--- src/hdl/cfp_pkg.sv ---
package cfp_pkg;

    // Frame layout.
    localparam int HEADER_BYTES = 6;
    localparam int CRC_BYTES    = 2;

    // Buffer and payload sizing.
    localparam int MAX_PAYLOAD  = 16;
    localparam int BUFFER_DEPTH = 32;

    // CRC-16/MODBUS constants.
    localparam logic [15:0] CRC_INIT = 16'hFFFF;
    localparam logic [15:0] CRC_POLY = 16'hA001;

    // Configuration register indexes.
    localparam logic [0:0] REG_SYNC_WORD   = 1'b0;
    localparam logic [0:0] REG_MAX_PAYLOAD = 1'b1;

    // Controller states.
    typedef enum logic [3:0] {
        ST_IDLE,
        ST_WRITE,
        ST_RD_SYNC,
        ST_CHK_SYNC,
        ST_RD_LEN,
        ST_CHK_LEN,
        ST_CRC,
        ST_RD_CRC,
        ST_CHK_CRC,
        ST_EMIT,
        ST_EMIT_WAIT
    } state_t;

    // Datapath opcodes, issued by the controller.
    typedef enum logic [3:0] {
        OP_NONE,
        OP_WRITE,
        OP_READ_HDR,
        OP_READ_CRC,
        OP_CRC_INIT,
        OP_CRC_STEP,
        OP_DROP1,
        OP_DROP2,
        OP_DROP_FRAME,
        OP_EMIT_LOAD
    } op_t;

    typedef struct packed {
        op_t        op;
        logic [5:0] offset;
    } cmd_t;

    typedef struct packed {
        logic sync_ok;
        logic len_ok;
        logic crc_ok;
        logic have_hdr;
        logic have_frame;
        logic have_two;
        logic crc_done;
        logic emit_last;
    } status_t;

    // One CRC-16/MODBUS update with one byte.
    function automatic logic [15:0] crc_byte(input logic [15:0] crc_in, input logic [7:0] d);
        logic [15:0] c;
        c = crc_in ^ {8'h00, d};
        for (int b = 0; b < 8; b++) begin
            if (c[0]) c = (c >> 1) ^ CRC_POLY;
            else      c = c >> 1;
        end
        return c;
    endfunction

endpackage

--- src/hdl/cfp_stream_if.sv ---
interface cfp_stream_if #(parameter int WIDTH = 8);
    logic             valid;
    logic             ready;
    logic [WIDTH-1:0] data;
    modport source (output valid, output data, input ready);
    modport sink   (input valid, input data, output ready);
endinterface

--- src/hdl/cfp_cfg_if.sv ---
interface cfp_cfg_if;
    logic        valid;
    logic        ready;
    logic [0:0]  index;
    logic [15:0] wdata;
    modport source (output valid, output index, output wdata, input ready);
    modport sink   (input valid, input index, input wdata, output ready);
endinterface

--- src/hdl/cfp_out_if.sv ---
interface cfp_out_if;
    logic       valid;
    logic       ready;
    logic [7:0] device_id;
    logic [7:0] function_code;
    logic [4:0] payload_length;
    logic [3:0] byte_index;
    logic [7:0] payload_byte;
    logic       frame_empty;
    logic       last;
    modport source (output valid, output device_id, output function_code,
                    output payload_length, output byte_index, output payload_byte,
                    output frame_empty, output last, input ready);
    modport sink   (input valid, input device_id, input function_code,
                    input payload_length, input byte_index, input payload_byte,
                    input frame_empty, input last, output ready);
endinterface

--- src/hdl/cfp_ram.sv ---
module cfp_ram #(
    parameter int WIDTH = 8,
    parameter int DEPTH = 32
) (
    input  logic                     clk,
    input  logic                     we,
    input  logic [$clog2(DEPTH)-1:0] waddr,
    input  logic [WIDTH-1:0]         wdata,
    input  logic [$clog2(DEPTH)-1:0] raddr,
    output logic [WIDTH-1:0]         rdata
);
    logic [WIDTH-1:0] mem [DEPTH];

    // One write port, one registered read port.
    always_ff @(posedge clk)
    begin
        if (we) mem[waddr] <= wdata;
        rdata <= mem[raddr];
    end
endmodule

--- src/hdl/cfp_datapath.sv ---
module cfp_datapath (
    input  logic                clk,
    input  logic                rst_n,
    input  cfp_pkg::cmd_t       cmd,
    output cfp_pkg::status_t    status,
    input  logic [7:0]          in_byte,
    input  logic [15:0]         sync_word,
    input  logic [4:0]          max_len,
    output logic [7:0]          device_id,
    output logic [7:0]          function_code,
    output logic [4:0]          payload_length,
    output logic [3:0]          byte_index,
    output logic [7:0]          payload_byte,
    output logic                frame_empty,
    output logic                last
);
    localparam int AW = $clog2(cfp_pkg::BUFFER_DEPTH);
    localparam int CW = AW + 1;
    localparam int LW = $clog2(cfp_pkg::MAX_PAYLOAD + 1);
    localparam int HEADER_SIZE_C = cfp_pkg::HEADER_BYTES;

    // The buffer is a circular window: head points at the oldest byte.
    logic [AW-1:0] head_reg, head_next;
    logic [CW-1:0] fill_reg, fill_next;
    logic [15:0]   crc_reg, crc_next;
    logic [CW-1:0] pos_reg, pos_next;
    logic [7:0]    b0_reg, b2_reg, b3_reg, b4_reg;
    logic [2:0]    rd_off_reg;
    logic [7:0]    rd_byte;
    logic [AW-1:0] raddr;
    logic [AW-1:0] waddr;
    logic          we;
    logic [15:0]   len_word;
    logic [15:0]   limit;
    logic [CW+1:0] frame_size;
    logic [LW-1:0] len_low;

    // Saturate the programmed limit to the parameter.
    assign limit = ({11'd0, max_len} > 16'(cfp_pkg::MAX_PAYLOAD)) ? 16'(cfp_pkg::MAX_PAYLOAD)
                                                                  : {11'd0, max_len};
    assign len_word   = {rd_byte, b4_reg};
    assign len_low    = b4_reg[LW-1:0];
    assign frame_size = (CW+2)'(HEADER_SIZE_C) + (CW+2)'(len_low) + (CW+2)'(2);

    // Buffer write: overwrite the oldest slot when full.
    assign we    = (cmd.op == cfp_pkg::OP_WRITE);
    assign waddr = head_reg + fill_reg[AW-1:0];
    assign raddr = head_reg + cmd.offset[AW-1:0];

    cfp_ram #(.WIDTH(8), .DEPTH(cfp_pkg::BUFFER_DEPTH)) u_ram (
        .clk   (clk),
        .we    (we),
        .waddr (waddr),
        .wdata (in_byte),
        .raddr (raddr),
        .rdata (rd_byte)
    );

    // Status flags for the controller.
    always_comb
    begin
        status.sync_ok    = ({rd_byte, b0_reg} == sync_word);
        status.len_ok     = (len_word <= limit);
        status.crc_ok     = ({rd_byte, b0_reg} == crc_reg);
        status.have_two   = (fill_reg >= CW'(2));
        status.have_hdr   = (fill_reg >= CW'(cfp_pkg::HEADER_BYTES));
        status.have_frame = ({2'b00, fill_reg} >= frame_size);
        status.crc_done   = ({2'b00, pos_reg} == frame_size - (CW+2)'(2));
        status.emit_last  = (len_low == '0) ||
                            ({{(CW-LW+1){1'b0}}, len_low} ==
                             {1'b0, pos_reg} - (CW+1)'(cfp_pkg::HEADER_BYTES));
    end

    always_comb
    begin
        head_next = head_reg;
        fill_next = fill_reg;
        crc_next  = crc_reg;
        pos_next  = pos_reg;
        case (cmd.op)
            cfp_pkg::OP_WRITE:
            begin
                if (fill_reg == CW'(cfp_pkg::BUFFER_DEPTH)) head_next = head_reg + AW'(1);
                else                                        fill_next = fill_reg + CW'(1);
            end
            cfp_pkg::OP_DROP1:
            begin
                head_next = head_reg + AW'(1);
                fill_next = fill_reg - CW'(1);
            end
            cfp_pkg::OP_DROP2:
            begin
                head_next = head_reg + AW'(2);
                fill_next = fill_reg - CW'(2);
            end
            cfp_pkg::OP_DROP_FRAME:
            begin
                head_next = head_reg + frame_size[AW-1:0];
                fill_next = fill_reg - frame_size[CW-1:0];
            end
            cfp_pkg::OP_CRC_INIT:
            begin
                crc_next = cfp_pkg::CRC_INIT;
                pos_next = '0;
            end
            cfp_pkg::OP_CRC_STEP:
            begin
                crc_next = cfp_pkg::crc_byte(crc_reg, rd_byte);
                pos_next = pos_reg + CW'(1);
            end
            cfp_pkg::OP_EMIT_LOAD: pos_next = cmd.offset[CW-1:0];
            default: ;
        endcase
    end

    always_ff @(posedge clk or negedge rst_n)
    begin
        if (!rst_n)
        begin
            head_reg <= '0;
            fill_reg <= '0;
        end
        else
        begin
            head_reg <= head_next;
            fill_reg <= fill_next;
        end
    end

    // Capture header bytes as they are read back; the read data belongs to
    // the offset that was presented in the previous cycle.
    always_ff @(posedge clk)
    begin
        crc_reg    <= crc_next;
        pos_reg    <= pos_next;
        rd_off_reg <= cmd.offset[2:0];
        if (cmd.op == cfp_pkg::OP_READ_HDR)
        begin
            case (rd_off_reg)
                3'd0: b0_reg <= rd_byte;
                3'd2: b2_reg <= rd_byte;
                3'd3: b3_reg <= rd_byte;
                3'd4: b4_reg <= rd_byte;
                default: ;
            endcase
        end
        if (cmd.op == cfp_pkg::OP_READ_CRC) b0_reg <= rd_byte;
    end

    // Output payload of the current result.
    assign device_id      = b2_reg;
    assign function_code  = b3_reg;
    assign payload_length = 5'(len_low);
    assign frame_empty    = (len_low == '0);
    assign byte_index     = frame_empty ? 4'd0
                          : 4'(pos_reg - CW'(cfp_pkg::HEADER_BYTES + 1));
    assign payload_byte   = frame_empty ? 8'd0 : rd_byte;
    assign last           = status.emit_last;
endmodule

--- src/hdl/cfp_ctrl.sv ---
module cfp_ctrl (
    input  logic             clk,
    input  logic             rst_n,
    input  logic             in_valid,
    output logic             in_ready,
    output logic             out_valid,
    input  logic             out_ready,
    input  cfp_pkg::status_t status,
    output cfp_pkg::cmd_t    cmd
);
    cfp_pkg::state_t state_reg, state_next;
    logic [5:0]      cnt_reg, cnt_next;

    always_ff @(posedge clk or negedge rst_n)
    begin
        if (!rst_n)
        begin
            state_reg <= cfp_pkg::ST_IDLE;
            cnt_reg   <= '0;
        end
        else
        begin
            state_reg <= state_next;
            cnt_reg   <= cnt_next;
        end
    end

    // Each read address is presented in the cycle before its data is checked.
    always_comb
    begin
        state_next = state_reg;
        cnt_next   = cnt_reg;
        cmd.op     = cfp_pkg::OP_NONE;
        cmd.offset = '0;
        in_ready   = 1'b0;
        out_valid  = 1'b0;
        case (state_reg)
            cfp_pkg::ST_IDLE:
            begin
                in_ready = 1'b1;
                if (in_valid)
                begin
                    cmd.op     = cfp_pkg::OP_WRITE;
                    state_next = cfp_pkg::ST_RD_SYNC;
                end
            end
            cfp_pkg::ST_RD_SYNC:
            begin
                // Load sync low byte, then present the high byte address.
                cmd.offset = cnt_reg;
                if (!status.have_two) state_next = cfp_pkg::ST_IDLE;
                else if (cnt_reg == 6'd0)
                begin
                    cnt_next = 6'd1;
                end
                else
                begin
                    cmd.op     = cfp_pkg::OP_READ_HDR;
                    cmd.offset = 6'd0;
                    state_next = cfp_pkg::ST_WRITE;
                end
            end
            cfp_pkg::ST_WRITE:
            begin
                // Present byte 1 so that sync can be compared next cycle.
                cmd.offset = 6'd1;
                state_next = cfp_pkg::ST_CHK_SYNC;
            end
            cfp_pkg::ST_CHK_SYNC:
            begin
                cnt_next = 6'd0;
                if (!status.sync_ok)
                begin
                    cmd.op     = cfp_pkg::OP_DROP1;
                    state_next = cfp_pkg::ST_RD_SYNC;
                end
                else if (!status.have_hdr) state_next = cfp_pkg::ST_IDLE;
                else
                begin
                    cmd.offset = 6'd2;
                    cnt_next   = 6'd2;
                    state_next = cfp_pkg::ST_RD_LEN;
                end
            end
            cfp_pkg::ST_RD_LEN:
            begin
                // Bytes 2..4 are captured, byte 5 is compared live.
                cmd.op     = cfp_pkg::OP_READ_HDR;
                cmd.offset = cnt_reg;
                if (cnt_reg == 6'd5) cmd.op = cfp_pkg::OP_NONE;
                cnt_next = cnt_reg + 6'd1;
                if (cnt_reg == 6'd4) state_next = cfp_pkg::ST_CHK_LEN;
                else                 cmd.offset = cnt_reg + 6'd1;
                if (cnt_reg == 6'd4) cmd.offset = 6'd5;
            end
            cfp_pkg::ST_CHK_LEN:
            begin
                cnt_next = 6'd0;
                if (!status.len_ok)
                begin
                    cmd.op     = cfp_pkg::OP_DROP2;
                    state_next = cfp_pkg::ST_RD_SYNC;
                end
                else if (!status.have_frame) state_next = cfp_pkg::ST_IDLE;
                else
                begin
                    cmd.op     = cfp_pkg::OP_CRC_INIT;
                    cmd.offset = 6'd0;
                    state_next = cfp_pkg::ST_CRC;
                end
            end
            cfp_pkg::ST_CRC:
            begin
                // One byte per cycle; address runs one ahead of the data.
                cmd.offset = cnt_reg + 6'd1;
                if (status.crc_done)
                begin
                    cmd.offset = cnt_reg;
                    state_next = cfp_pkg::ST_RD_CRC;
                end
                else
                begin
                    cmd.op   = cfp_pkg::OP_CRC_STEP;
                    cnt_next = cnt_reg + 6'd1;
                end
            end
            cfp_pkg::ST_RD_CRC:
            begin
                cmd.op     = cfp_pkg::OP_READ_CRC;
                cmd.offset = cnt_reg + 6'd1;
                state_next = cfp_pkg::ST_CHK_CRC;
            end
            cfp_pkg::ST_CHK_CRC:
            begin
                cnt_next = 6'd0;
                if (!status.crc_ok)
                begin
                    cmd.op     = cfp_pkg::OP_DROP1;
                    state_next = cfp_pkg::ST_RD_SYNC;
                end
                else
                begin
                    cmd.op     = cfp_pkg::OP_EMIT_LOAD;
                    cmd.offset = 6'd7;
                    cnt_next   = 6'd6;
                    state_next = cfp_pkg::ST_EMIT_WAIT;
                end
            end
            cfp_pkg::ST_EMIT_WAIT:
            begin
                cmd.offset = cnt_reg;
                state_next = cfp_pkg::ST_EMIT;
            end
            cfp_pkg::ST_EMIT:
            begin
                // Read data is held by keeping the address steady.
                out_valid  = 1'b1;
                cmd.offset = cnt_reg;
                if (out_ready)
                begin
                    if (status.emit_last)
                    begin
                        cmd.op     = cfp_pkg::OP_DROP_FRAME;
                        cnt_next   = 6'd0;
                        state_next = cfp_pkg::ST_RD_SYNC;
                    end
                    else
                    begin
                        cmd.op     = cfp_pkg::OP_EMIT_LOAD;
                        cmd.offset = cnt_reg + 6'd2;
                        cnt_next   = cnt_reg + 6'd1;
                        state_next = cfp_pkg::ST_EMIT_WAIT;
                    end
                end
            end
            default: state_next = cfp_pkg::ST_IDLE;
        endcase
    end

    // Input is only taken while the controller is idle.
    a_ready_idle: assert property (@(posedge clk) disable iff (!rst_n)
        in_ready |-> state_reg == cfp_pkg::ST_IDLE) else $error("ready outside idle");
    // A result is never shown while input is accepted.
    a_excl: assert property (@(posedge clk) disable iff (!rst_n)
        !(in_ready && out_valid)) else $error("input and output overlap");
    // An offered result stays until taken.
    a_hold: assert property (@(posedge clk) disable iff (!rst_n)
        out_valid && !out_ready |=> out_valid) else $error("result withdrawn");
endmodule

--- src/hdl/crc16_frame_parser.sv ---
// A byte is taken while the controller is idle; the sync word is then checked, the header
// is read and checked, and a CRC pass runs over the header and payload bytes.
// Each result is held until taken, and each dropped byte leads to a rescan.
// No new byte is taken until the work for the last one is done, nor while a result is
// offered or a rescan follows a drop.
// Reset (rst_n, asynchronous): buffer empty, sync_word 0, max_payload_length 16.
module crc16_frame_parser (
    input  logic clk,
    input  logic rst_n,
    cfp_cfg_if.sink       cfg,
    cfp_stream_if.sink    in_data,
    cfp_out_if.source     result
);
    cfp_pkg::cmd_t    cmd;
    cfp_pkg::status_t status;
    logic [15:0]      sync_word_reg;
    logic [4:0]       max_len_reg;

    // Configuration registers.
    assign cfg.ready = 1'b1;
    always_ff @(posedge clk or negedge rst_n)
    begin
        if (!rst_n)
        begin
            sync_word_reg <= 16'd0;
            max_len_reg   <= 5'd16;
        end
        else if (cfg.valid)
        begin
            case (cfg.index)
                cfp_pkg::REG_SYNC_WORD:   sync_word_reg <= cfg.wdata;
                cfp_pkg::REG_MAX_PAYLOAD: max_len_reg   <= cfg.wdata[4:0];
                default: ;
            endcase
        end
    end

    cfp_ctrl u_ctrl (
        .clk       (clk),
        .rst_n     (rst_n),
        .in_valid  (in_data.valid),
        .in_ready  (in_data.ready),
        .out_valid (result.valid),
        .out_ready (result.ready),
        .status    (status),
        .cmd       (cmd)
    );

    cfp_datapath u_dp (
        .clk            (clk),
        .rst_n          (rst_n),
        .cmd            (cmd),
        .status         (status),
        .in_byte        (in_data.data),
        .sync_word      (sync_word_reg),
        .max_len        (max_len_reg),
        .device_id      (result.device_id),
        .function_code  (result.function_code),
        .payload_length (result.payload_length),
        .byte_index     (result.byte_index),
        .payload_byte   (result.payload_byte),
        .frame_empty    (result.frame_empty),
        .last           (result.last)
    );
endmodule

--- src/flat_wrapper.sv ---
// flat-port wrapper written by rule: the top's interface ports become plain ports
module crc16_frame_parser_flat 
  (clk, rst_n, cfg_valid, cfg_index, cfg_wdata, cfg_ready, in_data_valid, in_data_data, in_data_ready, result_valid, result_device_id, result_function_code, result_payload_length, result_byte_index, result_payload_byte, result_frame_empty, result_last, result_ready);
  cfp_cfg_if cfg_i ();
  cfp_stream_if #(.WIDTH(8)) in_data_i ();
  cfp_out_if result_i ();
  input  logic clk;
  input  logic rst_n;
  input wire logic [$bits(cfg_i.valid)-1:0] cfg_valid;
  input wire logic [$bits(cfg_i.index)-1:0] cfg_index;
  input wire logic [$bits(cfg_i.wdata)-1:0] cfg_wdata;
  output wire logic [$bits(cfg_i.ready)-1:0] cfg_ready;
  input wire logic [$bits(in_data_i.valid)-1:0] in_data_valid;
  input wire logic [$bits(in_data_i.data)-1:0] in_data_data;
  output wire logic [$bits(in_data_i.ready)-1:0] in_data_ready;
  output wire logic [$bits(result_i.valid)-1:0] result_valid;
  output wire logic [$bits(result_i.device_id)-1:0] result_device_id;
  output wire logic [$bits(result_i.function_code)-1:0] result_function_code;
  output wire logic [$bits(result_i.payload_length)-1:0] result_payload_length;
  output wire logic [$bits(result_i.byte_index)-1:0] result_byte_index;
  output wire logic [$bits(result_i.payload_byte)-1:0] result_payload_byte;
  output wire logic [$bits(result_i.frame_empty)-1:0] result_frame_empty;
  output wire logic [$bits(result_i.last)-1:0] result_last;
  input wire logic [$bits(result_i.ready)-1:0] result_ready;
  assign cfg_i.valid = cfg_valid;
  assign cfg_i.index = cfg_index;
  assign cfg_i.wdata = cfg_wdata;
  assign cfg_ready = cfg_i.ready;
  assign in_data_i.valid = in_data_valid;
  assign in_data_i.data = in_data_data;
  assign in_data_ready = in_data_i.ready;
  assign result_valid = result_i.valid;
  assign result_device_id = result_i.device_id;
  assign result_function_code = result_i.function_code;
  assign result_payload_length = result_i.payload_length;
  assign result_byte_index = result_i.byte_index;
  assign result_payload_byte = result_i.payload_byte;
  assign result_frame_empty = result_i.frame_empty;
  assign result_last = result_i.last;
  assign result_i.ready = result_ready;
  crc16_frame_parser u_core (.clk(clk), .rst_n(rst_n), .cfg(cfg_i), .in_data(in_data_i), .result(result_i));
endmodule
--- config.mk ---
export PLATFORM = sky130hd
export DESIGN_NAME = crc16_frame_parser_flat
export DESIGN_NICKNAME = d
export VERILOG_FILES = /design/src/hdl/cfp_pkg.sv /design/src/hdl/cfp_stream_if.sv /design/src/hdl/cfp_cfg_if.sv /design/src/hdl/cfp_out_if.sv /design/src/hdl/cfp_ram.sv /design/src/hdl/cfp_datapath.sv /design/src/hdl/cfp_ctrl.sv /design/src/hdl/crc16_frame_parser.sv /design/src/flat_wrapper.sv
export SDC_FILE = /design/constraint.sdc
export NUM_CORES = 1
export LEC_CHECK = 0
export BUFFER_PORTS_ARGS = -buffer_cell sky130_fd_sc_hd__buf_2
export CAP_MARGIN = 20
export CORE_MARGIN = 3
export CORE_UTILIZATION = 60
export DETAILED_ROUTE_END_ITERATION = 16
export GPL_TIMING_DRIVEN = 0
export PLACE_DENSITY = 0.75
export SLEW_MARGIN = 20
export SYNTH_ARGS = -nofsm -noshare
export SYNTH_HDL_FRONTEND = slang
export SYNTH_SLANG_ARGS = --single-unit
--- constraint.sdc ---
create_clock -name clk -period 6.7 [get_ports clk]
set_input_delay 0.335 -clock clk [delete_from_list [all_inputs] [get_ports clk]]
set_output_delay 0.335 -clock clk [all_outputs]
set_load 0.05 [all_outputs]
======== Yosys cells after proc, flatten, opt, wreduce, memory -nomap -nowiden ========
Memory sizes are Yosys's and may differ from the RTL's. A register that Yosys moved wholly into a read port is not among the register bits.
Index checks and enable logic that the tools add are counted.
operators by class
  order comparisons ....................... 5
  multiplexer cells ....................... 70
  eq/ne operators ......................... 38
  $add $sub $neg .......................... 17
  bitwise logic cells ..................... 10
  reductions and logical operators ........ 21
operator list
  kind                                                              count
  16-bit two-way mux                                                15
  6-bit case mux with 10 select lines                               1
  6-bit two-way mux                                                 9
  4-bit two-way mux                                                 12
  8-bit two-way mux                                                 6
  4-bit case mux with 11 select lines                               1
  6-bit case mux with 7 select lines                                1
  4-bit case mux with 9 select lines                                1
  16-bit == test                                                    2
  4-bit by 3-bit == test with 1-bit output (second input constant)  8
  16-bit case mux with 2 select lines                               1
  2-bit inverter with 3-bit output                                  8
  6-bit case mux with 4 select lines                                1
  3-bit two-way mux                                                 7
  4-bit == test (second input constant)                             5
  5-bit case mux with 4 select lines                                1
  6-bit by 1-bit adder with 6-bit output (second input constant)    3
  6-bit case mux with 3 select lines                                1
  4-bit by 2-bit == test with 1-bit output (second input constant)  4
  16-bit by 5-bit <= comparator with 1-bit output                   1
  2-bit AND reduction                                               8
  16-bit by 8-bit bitwise XOR with 16-bit output                    1
  5-bit adder                                                       3
  2-bit != test (second input constant)                             7
  other kinds (41)                                                  54
word-level totals
  register bits ........................... 99
  logic and storage cells ................. 175
  output and inout port bits .............. 38
  memory bits (writable) .................. 256
  memories ................................ 1
memory list
  name                   words  bits a word  read ports  clocked after memory_dff  write ports  RTL line       RTL
  u_core.u_dp.u_ram.mem  32     8            1           1                         1            cfp_ram.sv:12  logic [WIDTH-1:0] mem [DEPTH];

======== Depth between registers and ports, before layout ========
  depth after elaboration ................. 29
  gate-level depth with buffers ........... 18
  depth with buffers taken out ............ 16

======== Modules after synthesis ========
From an unflattened synthesis, not the netlist that was laid out.
second synthesis, totals
  cell total of the unflattened synthesis .. 1,114
  area, all modules ....................... 17,001.3 um2
modules (own cells, without submodules)
  module              times used  seq. area each (um2)  area an instance (um2)  cells an instance
  cfp_ram             1           7,847.5               10,053.4                417
  cfp_datapath        1           1,956.9               4,638.2                 438
  cfp_ctrl            1           250.2                 1,448.9                 211
  crc16_frame_parser  1           526.8                 860.8                   48

======== Least setup slack after synthesis ========
No wires, ideal clock.
  path kind ............................... flip-flop to flip-flop
  start ................................... register u_core.u_dp.b4_reg[3]
  end ..................................... register u_core.u_dp.u_ram.rdata[0], read port of u_core.u_dp.u_ram.mem
  arrival ................................. 4.457 ns
  required time ........................... 6.569 ns
  setup slack ............................. 2.113 ns
  setup time .............................. 0.131 ns
  clock period less this slack ............ 4.587 ns
  cell stages (with the launch flop) ...... 17
  cell sequence ........................... edfxtp_1 -> inv_1 -> ha_1 -> xnor2_1 -> xnor2_1 -> a211o_1 -> nor2_1 -> mux2_2 -> a21oi_1 -> nand3_1 -> fa_1 -> clkbuf_1 -> clkbuf_1 -> mux4_2 -> mux2_2 -> a21oi_1 -> mux2i_1
RTL lines
  what                    RTL line             RTL
  start, declared         cfp_datapath.sv:27   logic [7:0] b0_reg, b2_reg, b3_reg, b4_reg;
  start signal, assigned  cfp_datapath.sv:143  3'd4: b4_reg <= rd_byte;
  end, declared           cfp_ram.sv:10        output logic [WIDTH-1:0] rdata

==> impl_metrics.json <==
{
  "yosys_warnings": 0,
  "rsz0062_at_grt": "no",
  "antenna_found_initial": 0,
  "netlist_area_um2": 16940,
  "rrSetupSlack_ns": 0.29,
  "syn-num-nets": 1210,
  "grt_first_pass_wirelength_um": 59100,
  "grt_usage_pct": 25.26,
  "fin_crit_ns": 6.411,
  "n_antenna_cell": 0,
  "rr_worst_depth": 17,
  "utilization_pct": 69.47,
  "final_nets": 1320,
  "initial_core_util_pct": 61.98,
  "cts_root_buffer": "clkbuf_16",
  "ys_top_cells_by_count": "310 x edfxtp_1, 81 x nor2_1, 71 x xnor2_1, 64 x mux4_2, 59 x a21oi_1",
  "cts_resized": 0,
  "clockBufferDepth": 3,
  "critPathLaunch": "u_core.u_dp.b4_reg[3]$_DFFE_PP_",
  "ys.flop_type": "edfxtp_1",
  "fin_cells": 1642,
  "numCtsBuffers": 38,
  "grt_pass1_vias": 10305,
  "ant_nets": 0,
  "leakage_nw": 6.675,
  "largest_reg_flops": 256,
  "finalSetupViolCount": 0,
  "grt_max_degree": 43,
  "ys_seq_area_share_pct": 62.48,
  "hp-class": "input port to flop",
  "crit_path_max_fanout": 10,
  "p_per_area_nw_per_um2": 502.1,
  "worstSetupPathType": "flop to flop",
  "drt_first_pass_iters": 5,
  "max_slew.worst_pin.slew_ns": 0.9533,
  "tns_ns": 0,
  "grt-ovfl-total": 0,
  "startpoint_type": "flop",
  "drive_gt1_share_pct": 22.05,
  "totalWireLength_um": 37700,
  "cts.clk_slew.worst_paths_ns": 0.06,
  "clkSinkCount": 363,
  "drt_first_iter_violations": 904,
  "wl_per_cell_um": 22.96,
  "die_area_um2": 30280,
  "yosysMostFrequentCell": "edfxtp_1",
  "synth_area_leaders": "edfxtp_1 55%, mux4_2 8.5%, dfrtp_1 6.1%, xnor2_1 3.7%, ha_1 3.1%",
  "drv_cap": 0,
  "cp.arrival_ns": 6.78,
  "finClkSkew_ns": 0.01619,
  "synth_edf_count": 310,
  "period_share_pct": 95.69,
  "areaGrowthSynthToFinish_pct": 12.09,
  "num_vias": 10127,
  "ios": 68,
  "holdWs_ns": 0.05049,
  "ys_ff_latch": 363,
  "die_y_um": 174.0,
  "drcViolationCount": 0,
  "hold_viol_final": 0,
  "cp-end-kind": "flop",
  "ir_drop_uv": 396.1,
  "place_inst": 1575,
  "maxSlewViolCount": 0,
  "r2r_end": "u_core.u_dp.u_ram.rdata[1]$_DFF_P_",
  "r2r_start": "u_core.u_dp.b4_reg[3]$_DFFE_PP_",
  "yosysUniqueCellTypes": 89,
  "fmax_mhz": 156.0,
  "die_w_um": 174.0,
  "outcome": "finished, final reports clean",
  "clk_latency_ns": 0.53,
  "io_buffers": 65,
  "netlist.area_leader.share_pct": 54.96,
  "cts_tree": "done",
  "htree_levels": 2,
  "syn_inst": 1134,
  "rows": 60,
  "avgSynthCellArea_um2": 14.93,
  "routabilityCongestion": 0.8649,
  "max_slew_margin_pct": 36.45,
  "post-synth-top-area-cell": "edfxtp_1",
  "synthArstFlopShare_pct": 11.57,
  "critPathCapture": "u_core.u_dp.u_ram.rdata[1]$_DFF_P_",
  "dp_hpwl_um": 25540,
  "coreArea_um2": 27330,
  "cp.required_ns": 7.07,
  "vias_per_cell": 6.167
}
## final cells by class
| type | count | area (um^2) |
|---|---|---|
| multi-input combinational | 691 | 6003 |
| timing repair buffer | 70 | 357.8 |
| fill | 1850 | 8343 |
| inverter | 33 | 131.4 |
| sequential | 363 | 10580 |
| tap | 372 | 465.4 |
| buffer | 47 | 260.3 |
| clock inverter | 21 | 206.4 |
| clock buffer | 45 | 977.2 |
## through the flow
step	worst slack, ns	power, W	cell area [um^2]
CTS	0.4266	0.009567	18980
finish	0.2885	0.009531	18980
global route	0.2413	0.01003	18980
detailed placement	0.4337	0.007529	17790
global placement	0.5344	0.007429	17730
floorplan	2.113	0.006294	16940
## cell families (layout without fill, tap and decap cells)
| kind of cell | Yosys count | in the layout | share of synthesized area [%] |
|---|---|---|---|
| simple gates | 258 | 258 | 7.654 |
| fa+ha+maj | 46 | 46 | 3.576 |
| other cells | 1 | 1 | 0.02214 |
| flops | 363 | 363 | 62.48 |
| buf+inv | 80 | 216 | 2.312 |
| xor+xnor | 86 | 86 | 4.684 |
| mux | 131 | 131 | 12.76 |
| compound gates | 169 | 169 | 6.516 |
## how the worst min path moves through the flow
| stage | start | to | slack [ns] | depth (start not counted) |
|---|---|---|---|---|
| 5_1_grt | cfg_wdata[6] | u_core.sync_word_reg[6]$_DFFE_PN0P_ | 0.03 | 2 |
| 6_report | cfg_wdata[9] | u_core.sync_word_reg[9]$_DFFE_PN0P_ | 0.05 | 2 |
| 4_1_cts | cfg_wdata[13] | u_core.sync_word_reg[13]$_DFFE_PN0P_ | 0.04 | 2 |
| 3_3_place_gp | u_core.max_len_reg[0]$_DFFE_PN0P_ | u_core.max_len_reg[0]$_DFFE_PN0P_ | 0.49 | 1 |
| 3_5_place_dp | u_core.max_len_reg[0]$_DFFE_PN0P_ | u_core.max_len_reg[0]$_DFFE_PN0P_ | 0.50 | 1 |
| 2_1_floorplan | rst_n | u_core.max_len_reg[0]$_DFFE_PN0P_ | 0.04 | 0 |
## where the power goes
group | internal, W | switching [W]
logic | 0.00198 | 0.00253
clock network | 0.00116 | 0.000847
registers | 0.00276 | 0.000254
## worst max-delay path: stages, from the launching register on
cell	delay [ns]
edfxtp_1	0.61
inv_1	0.21
ha_1	0.41
xnor2_1	0.16
xnor2_1	0.14
a211o_1	0.33
nor2_1	0.42
mux2_2	0.39
a21oi_1	0.28
nand3_1	0.32
fa_1	0.61
clkbuf_1	0.62
clkbuf_1	0.57
mux4_2	0.44
mux2i_1	0.32
nor2_1	0.09
a21oi_1	0.17
mux2i_1	0.14
## layout by cell type (no fill, tap or decap), types with 10 or more instances in the layout
master	count
clkinv_1	10
dfrtp_1	41
nand2_1	57
xor2_1	12
edfxtp_1	310
dfxtp_1	11
mux2_2	38
nor3_1	10
ha_1	42
o21ai_0	33
mux2i_1	28
a21o_1	12
clkbuf_1	30
nor2_1	81
mux4_2	64
inv_1	31
nand2b_1	16
xnor2_1	71
a21oi_1	59
nand4_1	10
buf_2	75
nand3_1	17
clkbuf_16	38
## timing repair
action | CTS | global route
hold endpoints to repair | 9 | 0
hold buffers | 1 | 0
setup buffers | 0 | 0
## routing by layer
metal | up-vias | GRT usage [%] | routed length, um | share of wire (%)
met5 | - | 0 | 0 | 0
met3 | 85 | 4.653 | 2648 | 7.0
met1 | 5060 | 34.96 | 15670 | 42
li1 | 4564 | - | - | -
met4 | 0 | 8.780 | 1368 | 3.6
met2 | 418 | 40.86 | 18010 | 48
Note: power is estimated with default switching activity, not from simulation.
